===== src/extendible_hash_table_defines.svh =====
// ----------------------------------------------------------------------------
// Extendible hash table assertion macros
// Shared property templates on the top-level clock and reset.
// ----------------------------------------------------------------------------
`ifndef EXTENDIBLE_HASH_TABLE_DEFINES_SVH
`define EXTENDIBLE_HASH_TABLE_DEFINES_SVH

// same-cycle implication
`define EHT_ASSERT_IMP(name, ante, cons, msg) \
    name: assert property (@(posedge i_clk) disable iff (!i_rst_n) (ante) |-> (cons)) \
        else $error(msg);

// next-cycle implication
`define EHT_ASSERT_NXT(name, ante, cons, msg) \
    name: assert property (@(posedge i_clk) disable iff (!i_rst_n) (ante) |=> (cons)) \
        else $error(msg);

`endif


===== src/eht_pkg.sv =====
// ----------------------------------------------------------------------------
// Extendible hash table package
// Sizes, codes and beat types shared by the front, back and top level.
// ----------------------------------------------------------------------------
package eht_pkg;

    localparam int MAX_DEPTH        = 6;
    localparam int SLOTS_PER_BUCKET = 16;
    localparam int NBKT             = 1 << MAX_DEPTH;
    localparam int BKT_W            = MAX_DEPTH;
    localparam int SLOT_W           = $clog2(SLOTS_PER_BUCKET);
    localparam int FILL_W           = $clog2(SLOTS_PER_BUCKET + 1);
    localparam int KADDR_W          = BKT_W + SLOT_W;
    localparam int KEY_W            = 32;
    localparam int GD_W             = 3;
    localparam int OVF_W            = BKT_W + 1;
    localparam int CAP_W            = 5;
    localparam int CMP_W            = (CAP_W > FILL_W) ? CAP_W : FILL_W;
    localparam int INIT_DEPTH_RST   = 1;
    localparam int CAP_RST          = 4;

    typedef enum logic [1:0] {
        OP_INS  = 2'd0,
        OP_SRCH = 2'd1,
        OP_DEL  = 2'd2
    } t_op;

    typedef enum logic [2:0] {
        ST_INSERTED   = 3'd0,
        ST_DUPLICATE  = 3'd1,
        ST_FOUND      = 3'd2,
        ST_ABSENT     = 3'd3,
        ST_DELETED    = 3'd4,
        ST_DEL_ABSENT = 3'd5,
        ST_FULL       = 3'd6
    } t_status;

    typedef struct packed {
        logic [1:0]              opcode;
        logic signed [KEY_W-1:0] key;
    } t_cmd;

    typedef struct packed {
        t_status         status;
        logic [BKT_W-1:0] bucket;
        logic [GD_W-1:0]  depth_now;
    } t_result;

    typedef struct packed {
        t_op              op;
        logic [KEY_W-1:0] key;
    } t_item;

    function automatic logic [GD_W-1:0] sat_depth(input logic [GD_W-1:0] d);
        return (d > GD_W'(MAX_DEPTH)) ? GD_W'(MAX_DEPTH) : d;
    endfunction

    function automatic logic [BKT_W-1:0] depth_mask(input logic [GD_W-1:0] d);
        return (BKT_W'(1) << d) - BKT_W'(1);
    endfunction

endpackage


===== src/eht_front.sv =====
// ----------------------------------------------------------------------------
// Extendible hash table front end
// Takes command beats, decodes the opcode and queues items for the back end.
// ----------------------------------------------------------------------------
module eht_front import eht_pkg::*; (
    input  logic  i_clk,
    input  logic  i_rst_n,
    input  logic  start,
    output logic  busy,
    input  t_cmd  i_cmd,
    output logic  o_q_valid,
    output t_item o_q_item,
    input  logic  i_q_pop
);

    t_item      r_q [2];
    logic       r_wp, r_rp;
    logic [1:0] r_cnt;
    logic       push;
    t_item      dec;

    always_comb begin
        dec.key = i_cmd.key;
        unique case (i_cmd.opcode)
            2'(OP_INS): dec.op = OP_INS;
            2'(OP_DEL): dec.op = OP_DEL;
            default:    dec.op = OP_SRCH;   // unused opcode searches
        endcase
    end

    assign busy      = (r_cnt == 2'd2);
    assign push      = start && !busy;
    assign o_q_valid = (r_cnt != 2'd0);
    assign o_q_item  = r_q[r_rp];

    always_ff @(posedge i_clk) begin
        if (push) begin
            r_q[r_wp] <= dec;
        end
    end

    always_ff @(posedge i_clk) begin
        if (!i_rst_n) begin
            r_wp  <= 1'b0;
            r_rp  <= 1'b0;
            r_cnt <= 2'd0;
        end else begin
            if (push) begin
                r_wp <= ~r_wp;
            end
            if (i_q_pop) begin
                r_rp <= ~r_rp;
            end
            r_cnt <= r_cnt + 2'(push) - 2'(i_q_pop);
        end
    end

endmodule


===== config.mk =====
export PLATFORM = sky130hd
export DESIGN_NAME = eht_front
export DESIGN_NICKNAME = d
export VERILOG_FILES = /design/src/extendible_hash_table_defines.svh /design/src/eht_pkg.sv /design/src/eht_front.sv
export SDC_FILE = /design/constraint.sdc
export NUM_CORES = 1
export LEC_CHECK = 0
export BUFFER_PORTS_ARGS = -buffer_cell sky130_fd_sc_hd__buf_2
export CELL_PAD_IN_SITES_DETAIL_PLACEMENT = 1
export CELL_PAD_IN_SITES_GLOBAL_PLACEMENT = 1
export CORE_MARGIN = 2
export CORE_UTILIZATION = 30
export DETAILED_ROUTE_END_ITERATION = 8
export GPL_TIMING_DRIVEN = 0
export PLACE_DENSITY = 0.57
export SLEW_MARGIN = 15
export SYNTH_ARGS = -nofsm -noshare
export SYNTH_HDL_FRONTEND = slang
export SYNTH_SLANG_ARGS = --single-unit

===== constraint.sdc =====
create_clock -name i_clk -period 5.7 [get_ports i_clk]
set_input_delay 1.71 -clock i_clk [delete_from_list [all_inputs] [get_ports i_clk]]
set_output_delay 1.71 -clock i_clk [all_outputs]
set_load 0.05 [all_outputs]

### Word level (Yosys, flattened, before mapping)

Memory sizes are Yosys's and may differ from the RTL's. A register that Yosys moved wholly into a read port is not among the register bits.
Cells that the tools add are included.

| operators by class | value |
|---|---|
| $add $sub $neg | 2 |
| equality and inequality tests | 2 |
| muxes and demuxes | 5 |
| bitwise gates (word level) | 2 |
| reductions and logical operators | 4 |

Operators by type and width:

| operator | count |
|---|---|
| $eq A2 B2 Y1 const B | 2 |
| $mux W1 | 4 |
| $pmux W2 S2 | 1 |
| $add A2 B1 Y2 | 1 |
| $logic_not A2 Y1 | 1 |
| $not A1 Y1 | 2 |
| $reduce_bool A2 Y1 | 1 |
| $sub A2 B1 Y2 | 1 |
| $logic_and A1 B1 Y1 | 1 |
| $logic_not A1 Y1 | 1 |

| storage, ports and cells | value |
|---|---|
| register bits | 4 |
| bits in writable memories | 68 |
| bits of input ports | 38 |
| output and inout bits | 36 |
| word-level logic and storage cells | 19 |
| memories kept | 1 |

Memories:

| memory | words | width | read ports | clocked after Yosys merged registers in | write ports | RTL line | source |
|---|---|---|---|---|---|---|---|
| r_q | 2 | 34 | 1 | 1 | 1 | eht_front.sv:16 | `t_item r_q [2];` |

### Depth between registers and ports, before layout

Gate-level depths: netlist of the first run.

| depth | value |
|---|---|
| depth in word-level cells | 5 |
| mapped depth | 8 |

### Least setup slack after synthesis of the first run

No wires, ideal clock.

| timing path | value |
|---|---|
| path type | input -> register |
| start point | input port start |
| end point | memory r_q[0][0] (netlist name) (enable) |
| library setup time | 0.425 ns |
| arrival time | 3.241 ns |
| data required time | 5.275 ns |
| setup slack | 2.034 ns |
| stages on the path | 2 |
| path buffers | 0 |
| cell sequence | nand2_1 -> nor2_1 |

| between the ends | value |
|---|---|
| cells in the longest elaborated chain, start to end | 3 |

RTL lines:

| item | RTL line | source |
|---|---|---|
| start: declaration | eht_front.sv:8 | `input logic start,` |
| $logic_and A1 B1 Y1 | eht_front.sv:32 | `assign push = start && !busy;` |
| $mux W1 | eht_front.sv:37 | `if (push) begin` |
| $mux W1 (implied by the code) | eht_front.sv:38 | `r_q[r_wp] <= dec;` |
| end: declaration | eht_front.sv:16 |  |

Every way passes these cells.

==> impl_metrics.py, run 1 <==
metrics = {
    "global_route": {
        "grt_first_pass_wirelength_um": 7870,
        "grt_util_met2": 0.174,
        "grt_most_used_layer": "met2",
        "antenna_found_initial": 0,
        "gr-usage-all-layers": 0.107,
        "grt_pass1_vias": 1493,
        "overflow": 0,
        "grt.met3_usage": 0.0352,
        "use_met1": 0.125,
        "grt_max_degree": 25,
    },
    "clock_network": {
        "clock_latency_ps": 340,
        "h-tree-depth": 3,
        "cts_num_sinks": 73,
        "postCtsResizedCells": 0,
        "path_clk_slew_ps": 80,
        "cts_setup_buffers": 0,
        "cts_tree": "built",
        "cts-root-buf": "clkbuf_8",
        "clock_path_buffers": 2,
        "cts_buffers": 9,
        "cts_hold_buf": 0,
    },
    "sta": {
        "worst_slew_pin_slew_ps": 399,
        "hold_viol_final": 0,
        "min_period_over_period": 0.561,
        "relSlewSlack": 0.734,
        "fmax_mhz": 312,
        "clock_skew_ps": 9.15,
        "setup_tns_ps": 0,
        "setup_viol": 0,
        "period_minus_slack_ps": 3200,
        "rsz0062_at_grt": "no",
        "drv_slew": 0,
    },
    "synth": {
        "yosysWarnings": 0,
        "synth_nets": 173,
        "syn_inst": 133,
        "ys_seq_area_frac": 0.753,
        "ys_types": 19,
        "syn_area_per_cell_sq_um": 21.4,
        "synth-seq-cells": 73,
        "syn_area_sq_mm": 0.00285,
    },
    "power": {
        "ir_drop_uv": 185,
        "power.leakage_nw": 1.43,
        "power.density_mw_per_mm2": 423,
    },
    "drt": {
        "ant_nets": 0,
        "vias": 1433,
        "via_per_inst": 4.06,
        "drc": 0,
        "firstDrtPassIters": 4,
        "wl_per_cell_um": 14.4,
        "first_iter_violations": 16,
        "routed_wl_um": 5100,
    },
    "floorplan": {
        "core_area_sq_mm": 0.00924,
        "io_pins": 74,
        "rows": 35,
        "initial_core_util": 0.308,
        "die_y_um": 101,
        "fp.dieArea_sq_mm": 0.0103,
        "die_w_um": 101,
    },
    "setup_path": {
        "critPathKind": "register to primary output",
        "crit_path_max_fanout": 10,
        "critPathBufInv": 3,
        "critPathArrivalTime_ps": 1490,
        "critPathSlowestCell": "dfxtp_1",
        "cp_top_family": "buffers and inverters",
        "endpoint_kind": "primary output",
        "crit_required_ps": 3990,
        "cp-start-kind": "register",
        "crit_chain": "buf_6, buf_12, mux2_4, buf_2",
        "critical_path.max_stage_delay_ps": 320,
    },
    "finish": {
        "register_area_sq_mm": 0.00214,
        "n_fill_cell": 954,
        "drive_above_1_share": 0.580,
        "fin_area_sq_mm": 0.00361,
        "multi_input_area_sq_um": 626,
        "fin_nets": 259,
        "area_growth_pct": 26.8,
        "num_antenna_cells": 0,
    },
    "placed_design": {
        "dpl_cell_area_sq_mm": 0.00342,
        "dp_hpwl_um": 3600,
        "port_buffers": 73,
        "place_congestion": 0.597,
    },
    "worst_hold_path": {
        "min_path_type": "register to register",
    },
    "flow_run": {
        "max_cap_viol_count": 0,
    },
    "run_status": {
        "status": "complete, no violations",
    },
}
tightest hold or removal path, delay by kind of cell (launching register included):
| family | cells | cell delay [ps] |
|---|---|---|
| and+or+nand+nor | 1 | 70 |
| DFF | 1 | 330 |
| xor gates and xnor gates | 1 | 80 |
power breakdown:
part | switching, W | internal [W]
clock network | 0.000183 | 0.000199
registers | 0.0000223 | 0.000678
logic | 0.000299 | 0.000146
total | 0.000504 | 0.00102
synth_stat cells (all sizes together):
library cell  count  share of area
mux2i             1         0.0035
and3              1         0.0022
clkbuf            1         0.0013
edfxtp           68           0.72
dfxtp             5          0.035
xnor2             2         0.0062
inv               3         0.0040
and2              1         0.0022
xor2              1         0.0031
nor2b             1         0.0022
or2               1         0.0022
nand2b            2         0.0044
ha                2         0.0088
nor2              4         0.0053
mux2             34           0.17
buf               4          0.025
nand2             2         0.0026
layout by cell type, fill, tap and decap left out, types with 2 or more instances in the layout:
cell	count
mux2_2	4
dfxtp_1	5
ha_1	2
edfxtp_1	68
buf_12	5
nor2_1	3
buf_2	73
nand2_1	2
nand2b_1	2
mux2_4	30
clkinvlp_4	2
clkbuf_1	2
inv_1	3
xnor2_1	2
clkinv_2	2
clkbuf_8	9
per-stage QoR:
| step | util | setup slack, ps | hold WS [ps] | instances | power, W |
|---|---|---|---|---|---|
| after floorplan | - | 2030 | 455 | 133 | 0.00106 |
| after global placement | 0.365 | 911 | 470 | 335 | 0.00115 |
| after detailed placement | 0.370 | 2790 | 515 | 337 | 0.00117 |
| after CTS | 0.390 | 2460 | 532 | 353 | 0.00156 |
| after global routing | 0.390 | 2420 | 555 | 353 | 0.00160 |
| final | 0.390 | 2500 | 520 | 353 | 0.00153 |
path summary, 6_finish.rpt:
check / startpoint / end / slack, ps / cells after the start
worst min-delay path: r_rp / r_rp / 520 / 2
worst max register to register: r_cnt[0] / r_cnt[1] / 4100 / 8
worst min register to register: r_rp / r_rp / 520 / 2
worst max-delay path: register / o_q_item[8] / 2500 / 4
final cells by class:
class	instances	area share
clock buffers	10	0.0354
well taps	129	0.0447
multi-input cells	52	0.173
repair buffers	75	0.112
clock inverters	6	0.0163
plain buffers	5	0.0208
flip-flops and latches	73	0.594
inverters	3	0.00312
flip-flops by register name (all words and copies together), names as in the netlist, named ones only:
| register | cells |
|---|---|
| r_cnt | 2 |
| r_q | 68 |
| r_rp | 1 |
| r_wp | 1 |
per-layer routing:
metal  vias to the layer above  share of wire
li1                        679              -
met1                       697           0.41
met2                        51           0.51
met3                         6          0.057
met4                         0          0.019
met5                         -              0
kinds of logic (layout without fill, tap and decap cells):
family,after synthesis,count (layout),share of synthesized area
fa+ha+maj,2,2,0.00879
buf+inv,8,99,0.0303
flops,73,73,0.753
xor+xnor,3,3,0.00924
mux,35,35,0.178
simple gates,12,12,0.0211
No activity file was read; power rests on OpenSTA's default activity.
==> run 2: changes to the inputs <==
--- a/config.mk
+++ b/config.mk
@@ -5,6 +5,7 @@
 export SDC_FILE = /design/constraint.sdc
 export NUM_CORES = 1
 export LEC_CHECK = 0
+export ABC_AREA = 1
 export BUFFER_PORTS_ARGS = -buffer_cell sky130_fd_sc_hd__buf_2
 export CELL_PAD_IN_SITES_DETAIL_PLACEMENT = 1
 export CELL_PAD_IN_SITES_GLOBAL_PLACEMENT = 1
@@ -12,7 +13,7 @@
 export CORE_UTILIZATION = 30
 export DETAILED_ROUTE_END_ITERATION = 8
 export GPL_TIMING_DRIVEN = 0
-export PLACE_DENSITY = 0.57
+export PLACE_DENSITY = 0.6
 export SLEW_MARGIN = 15
 export SYNTH_ARGS = -nofsm -noshare
 export SYNTH_HDL_FRONTEND = slang
==> constraint.sdc (replaced) <==
create_clock -name i_clk -period 2.9 [get_ports i_clk]
set_input_delay 0.87 -clock i_clk [delete_from_list [all_inputs] [get_ports i_clk]]
set_output_delay 0.87 -clock i_clk [all_outputs]
set_load 0.05 [all_outputs]
==> run 2 against run 1 <==
Global-route usage down 0.13 points. Worst hold slack worse by 11 ps. Sequential share of layout area up 0.27 points.
==> impl_metrics.py, run 2 <==
metrics = {
    "sta": {
        "drv_slew": 0,
        "period_minus_slack_ps": 2370,
        "min_period_over_period": 0.816,
        "clock_skew_ps": 4.17,
        "hold_viol_final": 0,
        "rsz0062_at_grt": "no",
        "setup_viol": 0,
        "setup_tns_ps": 0,
        "fmax_mhz": 423,
        "relSlewSlack": 0.615,
        "worst_slew_pin_slew_ps": 576,
    },
    "finish": {
        "drive_above_1_share": 0.552,
        "mostFrequentLayoutCell": "buf_2",
        "final_util": 0.389,
        "instances_no_fill": 361,
        "num_antenna_cells": 0,
        "fin_nets": 269,
        "top_regs": "r_q x68, r_cnt x2",
        "area_growth_pct": 25.9,
        "largest_reg_flops": 68,
        "max_flop_register": "r_q",
        "layout_common_cells": "buf_2 (73), edfxtp_1 (68), mux2_4 (30)",
    },
    "synth": {
        "syn_inst": 143,
        "synth_edf_count": 68,
        "ys_seq_area_frac": 0.751,
        "synth_top_area_frac": 0.716,
        "synth_area_leaders": "edfxtp_1 (72%), mux2_4 (16%), dfxtp_1 (3.5%)",
        "syn_area_per_cell_sq_um": 19.9,
        "ys_async_sr_fraction": 0,
        "synth.most_common_cell": "edfxtp_1",
        "synth-seq-cells": 73,
        "ys_types": 13,
        "syn_area_sq_mm": 0.00285,
        "yosys.area.top_type": "edfxtp_1",
        "yosysWarnings": 0,
        "yosys_most_used_dff": "edfxtp_1",
        "ys_top_cells_by_count": "edfxtp_1 (68), mux2_4 (30), nand2_1 (10), inv_1 (8), nor2_1 (7)",
        "synth_nets": 183,
    },
    "placed_design": {
        "dp_hpwl_um": 3540,
        "place_congestion": 0.637,
        "placed_cells": 347,
        "port_buffers": 73,
    },
    "setup_path": {
        "critPathSlowestCell": "dfxtp_1",
        "r2r-start": "r_cnt[0]",
        "critPathArrivalTime_ps": 1500,
        "crit_required_ps": 2030,
        "endpoint_kind": "primary output",
        "worstRegToRegCells": 5,
        "reg2reg_to": "r_q[0][23]",
        "crit_path_max_fanout": 10,
        "crit_chain": "buf_6, buf_12, mux2_4, buf_2",
        "critical_path.max_stage_delay_ps": 320,
        "rrSetupSlack_ps": 1260,
        "cp-start-kind": "register",
        "critPathKind": "register to primary output",
    },
    "clock_network": {
        "cts_buffers": 9,
        "cts_num_sinks": 73,
        "clock_path_buffers": 2,
        "cts_hold_buf": 0,
        "cts_tree": "built",
        "cts-root-buf": "clkbuf_8",
        "cts_setup_buffers": 0,
        "postCtsResizedCells": 0,
        "path_clk_slew_ps": 70,
        "h-tree-depth": 3,
        "clock_latency_ps": 340,
    },
    "run_status": {
        "status": "complete, no violations",
    },
    "global_route": {
        "grt_max_degree": 21,
        "grt_pass1_vias": 1558,
        "gr-usage-all-layers": 0.105,
        "antenna_found_initial": 0,
        "overflow": 0,
        "grt_first_pass_wirelength_um": 7820,
    },
    "flow_run": {
        "max_cap_viol_count": 0,
    },
    "floorplan": {
        "rows": 35,
        "die_w_um": 101,
        "die_y_um": 101,
        "fp.dieArea_sq_mm": 0.0103,
        "core_area_sq_mm": 0.00924,
        "io_pins": 74,
        "initial_core_util": 0.309,
    },
    "drt": {
        "drc": 0,
        "firstDrtPassIters": 4,
        "routed_wl_um": 5070,
        "first_iter_violations": 31,
        "ant_nets": 0,
        "vias": 1454,
        "wl_per_cell_um": 14.1,
        "via_per_inst": 4.03,
    },
    "power": {
        "power.density_mw_per_mm2": 692,
        "ir_drop_uv": 253,
        "power.leakage_nw": 1.45,
    },
    "worst_hold_path": {
        "min_path_type": "register to register",
        "worstHoldStart": "r_rp",
        "hold-path-cell-count": 2,
    },
}
run 2: how the worst max path moves through the flow:
stage | start | end | slack [ps] | depth (start not counted)
after floorplan | start | r_q[0][0] | 100 | 2
after global placement | start | r_q[0][12] | -1040 | 3
after detailed placement | start | r_q[0][8] | 760 | 4
after CTS | register | o_q_item[16] | 490 | 4
after global routing | register | o_q_item[29] | 460 | 4
final | register | o_q_item[32] | 530 | 4
run 2: routing by layer:
layer,part of all wire,track usage,routed length (um),vias up
li1,-,-,-,700
met1,0.45,0.127,2270,701
met2,0.49,0.167,2460,44
met3,0.049,0.0338,251,9
met4,0.018,0.0593,91,0
met5,0,0,0,-
run 2: report_power, final:
group / switching [W] / internal [W]
Combinational: 0.000379 / 0.000188
Clock: 0.000342 / 0.000296
Sequential: 0.0000237 / 0.00126
run 2: critical path: cells and delay by family, from the launching register on:
kind	cells	cell delay [ps]
muxes	1	310
DFF	1	320
buffers and inverters	3	530
run 2: kinds of logic (layout without fill, tap and decap cells):
group | Yosys count | in the layout | synth area share
AO/OA/AOI/OAI | 2 | 2 | 0.00351
adder cells (fa/ha/maj) | 2 | 2 | 0.00877
buffers and inverters | 13 | 102 | 0.0369
flip-flops | 73 | 73 | 0.751
multiplexers | 34 | 34 | 0.174
AND/OR/NAND/NOR | 19 | 19 | 0.0259
run 2: metrics by stage:
step                hold WS [ps]  cell area (sq um)  power [W]  worst slack (ps)
floorplan                    463               2850    0.00173               100
global placement             478               3380    0.00185             -1040
detailed placement           494               3440    0.00188               761
CTS                          512               3590    0.00254               490
global route                 549               3590    0.00261               462
finish                       510               3590    0.00249               534
run 2: layout make-up:
cell class / instances / area, sq um
inverter: 8 / 30.0
tap: 129 / 161
timing repair buffer: 75 / 420
sequential: 73 / 2140
clock buffer: 10 / 128
fill: 962 / 5650
multi-input combinational: 57 / 612
clock inverter: 4 / 22.5
buffer: 5 / 75.1
==> run 3: changes to the inputs <==
--- a/config.mk
+++ b/config.mk
@@ -13,7 +13,7 @@
 export CORE_UTILIZATION = 30
 export DETAILED_ROUTE_END_ITERATION = 8
 export GPL_TIMING_DRIVEN = 0
-export PLACE_DENSITY = 0.6
+export PLACE_DENSITY = 0.58
 export SLEW_MARGIN = 15
 export SYNTH_ARGS = -nofsm -noshare
 export SYNTH_HDL_FRONTEND = slang
==> constraint.sdc (replaced) <==
create_clock -name i_clk -period 2.32 [get_ports i_clk]
set_input_delay 0.696 -clock i_clk [delete_from_list [all_inputs] [get_ports i_clk]]
set_output_delay 0.696 -clock i_clk [all_outputs]
set_load 0.05 [all_outputs]
==> run 3 against run 2 <==
Global-route usage shrank 0.065 points. Sequential power up 25%. Via count up 1.0%. Sequential share of layout area is 0.47 points lower. Routed wire length is 1.6% higher. Setup slack got worse by 410 ps. Die area did not move. Power increased by 30%. Utilization grew 0.31 points. Non-clock buffer count is the same. Clock-buffer cell count unchanged. Critical path depth is the same. Critical endpoint unchanged.
==> impl_metrics.py, run 3 (same netlist as run 2, synthesis figures left out) <==
metrics = {
    "run_status": {
        "status": "complete, no violations",
    },
    "clock_network": {
        "path_clk_slew_ps": 70,
        "cts_buffers": 9,
        "clock_latency_ps": 330,
        "cts_num_sinks": 73,
        "clock_path_buffers": 2,
        "postCtsResizedCells": 0,
        "h-tree-depth": 3,
        "cts_hold_buf": 0,
        "cts-root-buf": "clkbuf_8",
        "cts_tree": "built",
        "cts_setup_buffers": 0,
    },
    "floorplan": {
        "die_w_um": 101,
        "core_area_sq_mm": 0.00924,
        "initial_core_util": 0.309,
        "io_pins": 74,
        "rows": 35,
        "fp.dieArea_sq_mm": 0.0103,
        "die_y_um": 101,
    },
    "finish": {
        "multi_input_area_sq_um": 612,
        "mostFrequentLayoutCell": "buf_2",
        "fin_nets": 269,
        "final_util": 0.392,
        "drive_above_1_share": 0.551,
        "register_area_sq_mm": 0.00214,
        "instances_no_fill": 363,
        "area_growth_pct": 26.9,
        "num_antenna_cells": 0,
        "layout_common_cells": "buf_2 (73), edfxtp_1 (68), mux2_4 (30)",
        "n_fill_cell": 942,
        "largest_reg_flops": 68,
        "max_flop_register": "r_q",
        "top_regs": "r_q x68, r_cnt x2",
    },
    "power": {
        "power.leakage_nw": 1.46,
        "swShare": 0.294,
        "power.density_mw_per_mm2": 896,
        "p_seq_frac": 0.493,
        "power_frac_comb": 0.217,
        "p_switching_w": 0.000953,
        "clkPwrFrac": 0.290,
        "p_int_w": 0.00229,
        "ir_drop_uv": 281,
    },
    "drt": {
        "ant_nets": 0,
        "via_per_inst": 4.05,
        "vias": 1469,
        "first_iter_violations": 36,
        "firstDrtPassIters": 3,
        "wl_per_cell_um": 14.2,
        "routed_wl_um": 5160,
        "drc": 0,
    },
    "flow_run": {
        "max_cap_viol_count": 0,
    },
    "global_route": {
        "grt_first_pass_wirelength_um": 7750,
        "overflow": 0,
        "gr-usage-all-layers": 0.105,
        "grt_pass1_vias": 1532,
        "grt.met3_usage": 0.0331,
        "antenna_found_initial": 0,
        "grt_util_met2": 0.179,
        "grt_most_used_layer": "met2",
        "grt_max_degree": 23,
        "use_met1": 0.116,
    },
    "setup_path": {
        "cp-start-kind": "register",
        "critPathArrivalTime_ps": 1500,
        "crit_path_max_fanout": 10,
        "crit_required_ps": 1620,
        "cp_top_family": "buffers and inverters",
        "rrSetupSlack_ps": 740,
        "critPathBufInv": 3,
        "critical_path.max_stage_delay_ps": 330,
        "worstRegToRegCells": 5,
        "r2r-start": "r_cnt[0]",
        "reg2reg_to": "r_q[0][6]",
        "critPathKind": "register to primary output",
        "endpoint_kind": "primary output",
        "crit_chain": "buf_6, buf_12, mux2_4, buf_2",
        "critPathSlowestCell": "dfxtp_1",
    },
    "sta": {
        "clock_skew_ps": 5.46,
        "drv_slew": 0,
        "rsz0062_at_grt": "no",
        "period_minus_slack_ps": 2190,
        "setup_viol": 0,
        "worst_slew_pin_slew_ps": 474,
        "relSlewSlack": 0.683,
        "hold_viol_final": 0,
        "fmax_mhz": 456,
        "setup_tns_ps": 0,
        "min_period_over_period": 0.946,
    },
    "worst_hold_path": {
        "min_path_type": "register to register",
        "hold-path-cell-count": 2,
        "worstHoldStart": "r_rp",
    },
    "placed_design": {
        "placed_cells": 347,
        "place_congestion": 0.642,
        "dp_hpwl_um": 3550,
        "port_buffers": 73,
    },
}
## run 3: cell types whose count changed in the layout (fill, tap and decap cells not counted)
cell	change
buf_12	+1
buf_16	-1
bufinv_16	+1
clkinv_1	+1
clkinv_2	-1
clkinvlp_4	+1
## run 3: final cells by class
class | instances | share of cell area
sequential | 73 | 0.592
multi-input combinational | 57 | 0.169
timing repair buffer | 75 | 0.114
tap | 129 | 0.0446
clock buffer | 10 | 0.0353
buffer | 5 | 0.0207
clock inverter | 6 | 0.0162
inverter | 8 | 0.00830
## run 3: stage by stage
| stage | instance area, sq um | setup slack, ps | hold WS, ps | total power [W] |
|---|---|---|---|---|
| final | 3620 | 125 | 515 | 0.00324 |
| after global routing | 3620 | 34.1 | 516 | 0.00340 |
| after CTS | 3620 | 76.7 | 519 | 0.00330 |
| after detailed placement | 3430 | 418 | 508 | 0.00235 |
| after global placement | 3380 | -561 | 480 | 0.00232 |
| after floorplan | 2850 | 255 | 463 | 0.00216 |
## run 3: power by group through the flow
stage	sequential [W]	clock [W]	combinational, W
2_1_floorplan	0.00162	0	0.000537
3_3_place_gp	0.00163	0	0.000688
3_5_place_dp	0.00163	0	0.000714
4_1_cts	0.00160	0.000985	0.000715
5_1_grt	0.00161	0.00104	0.000750
6_report	0.00160	0.000940	0.000703
## run 3: how the worst max path moves through the flow
stage,from,to,slack (ps),cells after the start
floorplan,start,r_q[0][0],250,2
global placement,start,r_q[0][5],-560,3
detailed placement,start,r_q[0][5],420,4
CTS,register,o_q_item[32],80,4
global route,register,o_q_item[32],30,4
finish,register,o_q_item[32],130,4
## run 3: layer usage
metal  up-vias  part of all wire
met4         0             0.017
met2        39              0.52
met1       718              0.42
met5         -                 0
li1        706                 -
met3         6             0.036
## run 3: worst min-delay path, cell delays in order, from the launching register on
cell and delay (ps):
dfxtp_1 330, nor2_1 60, nor2_1 90
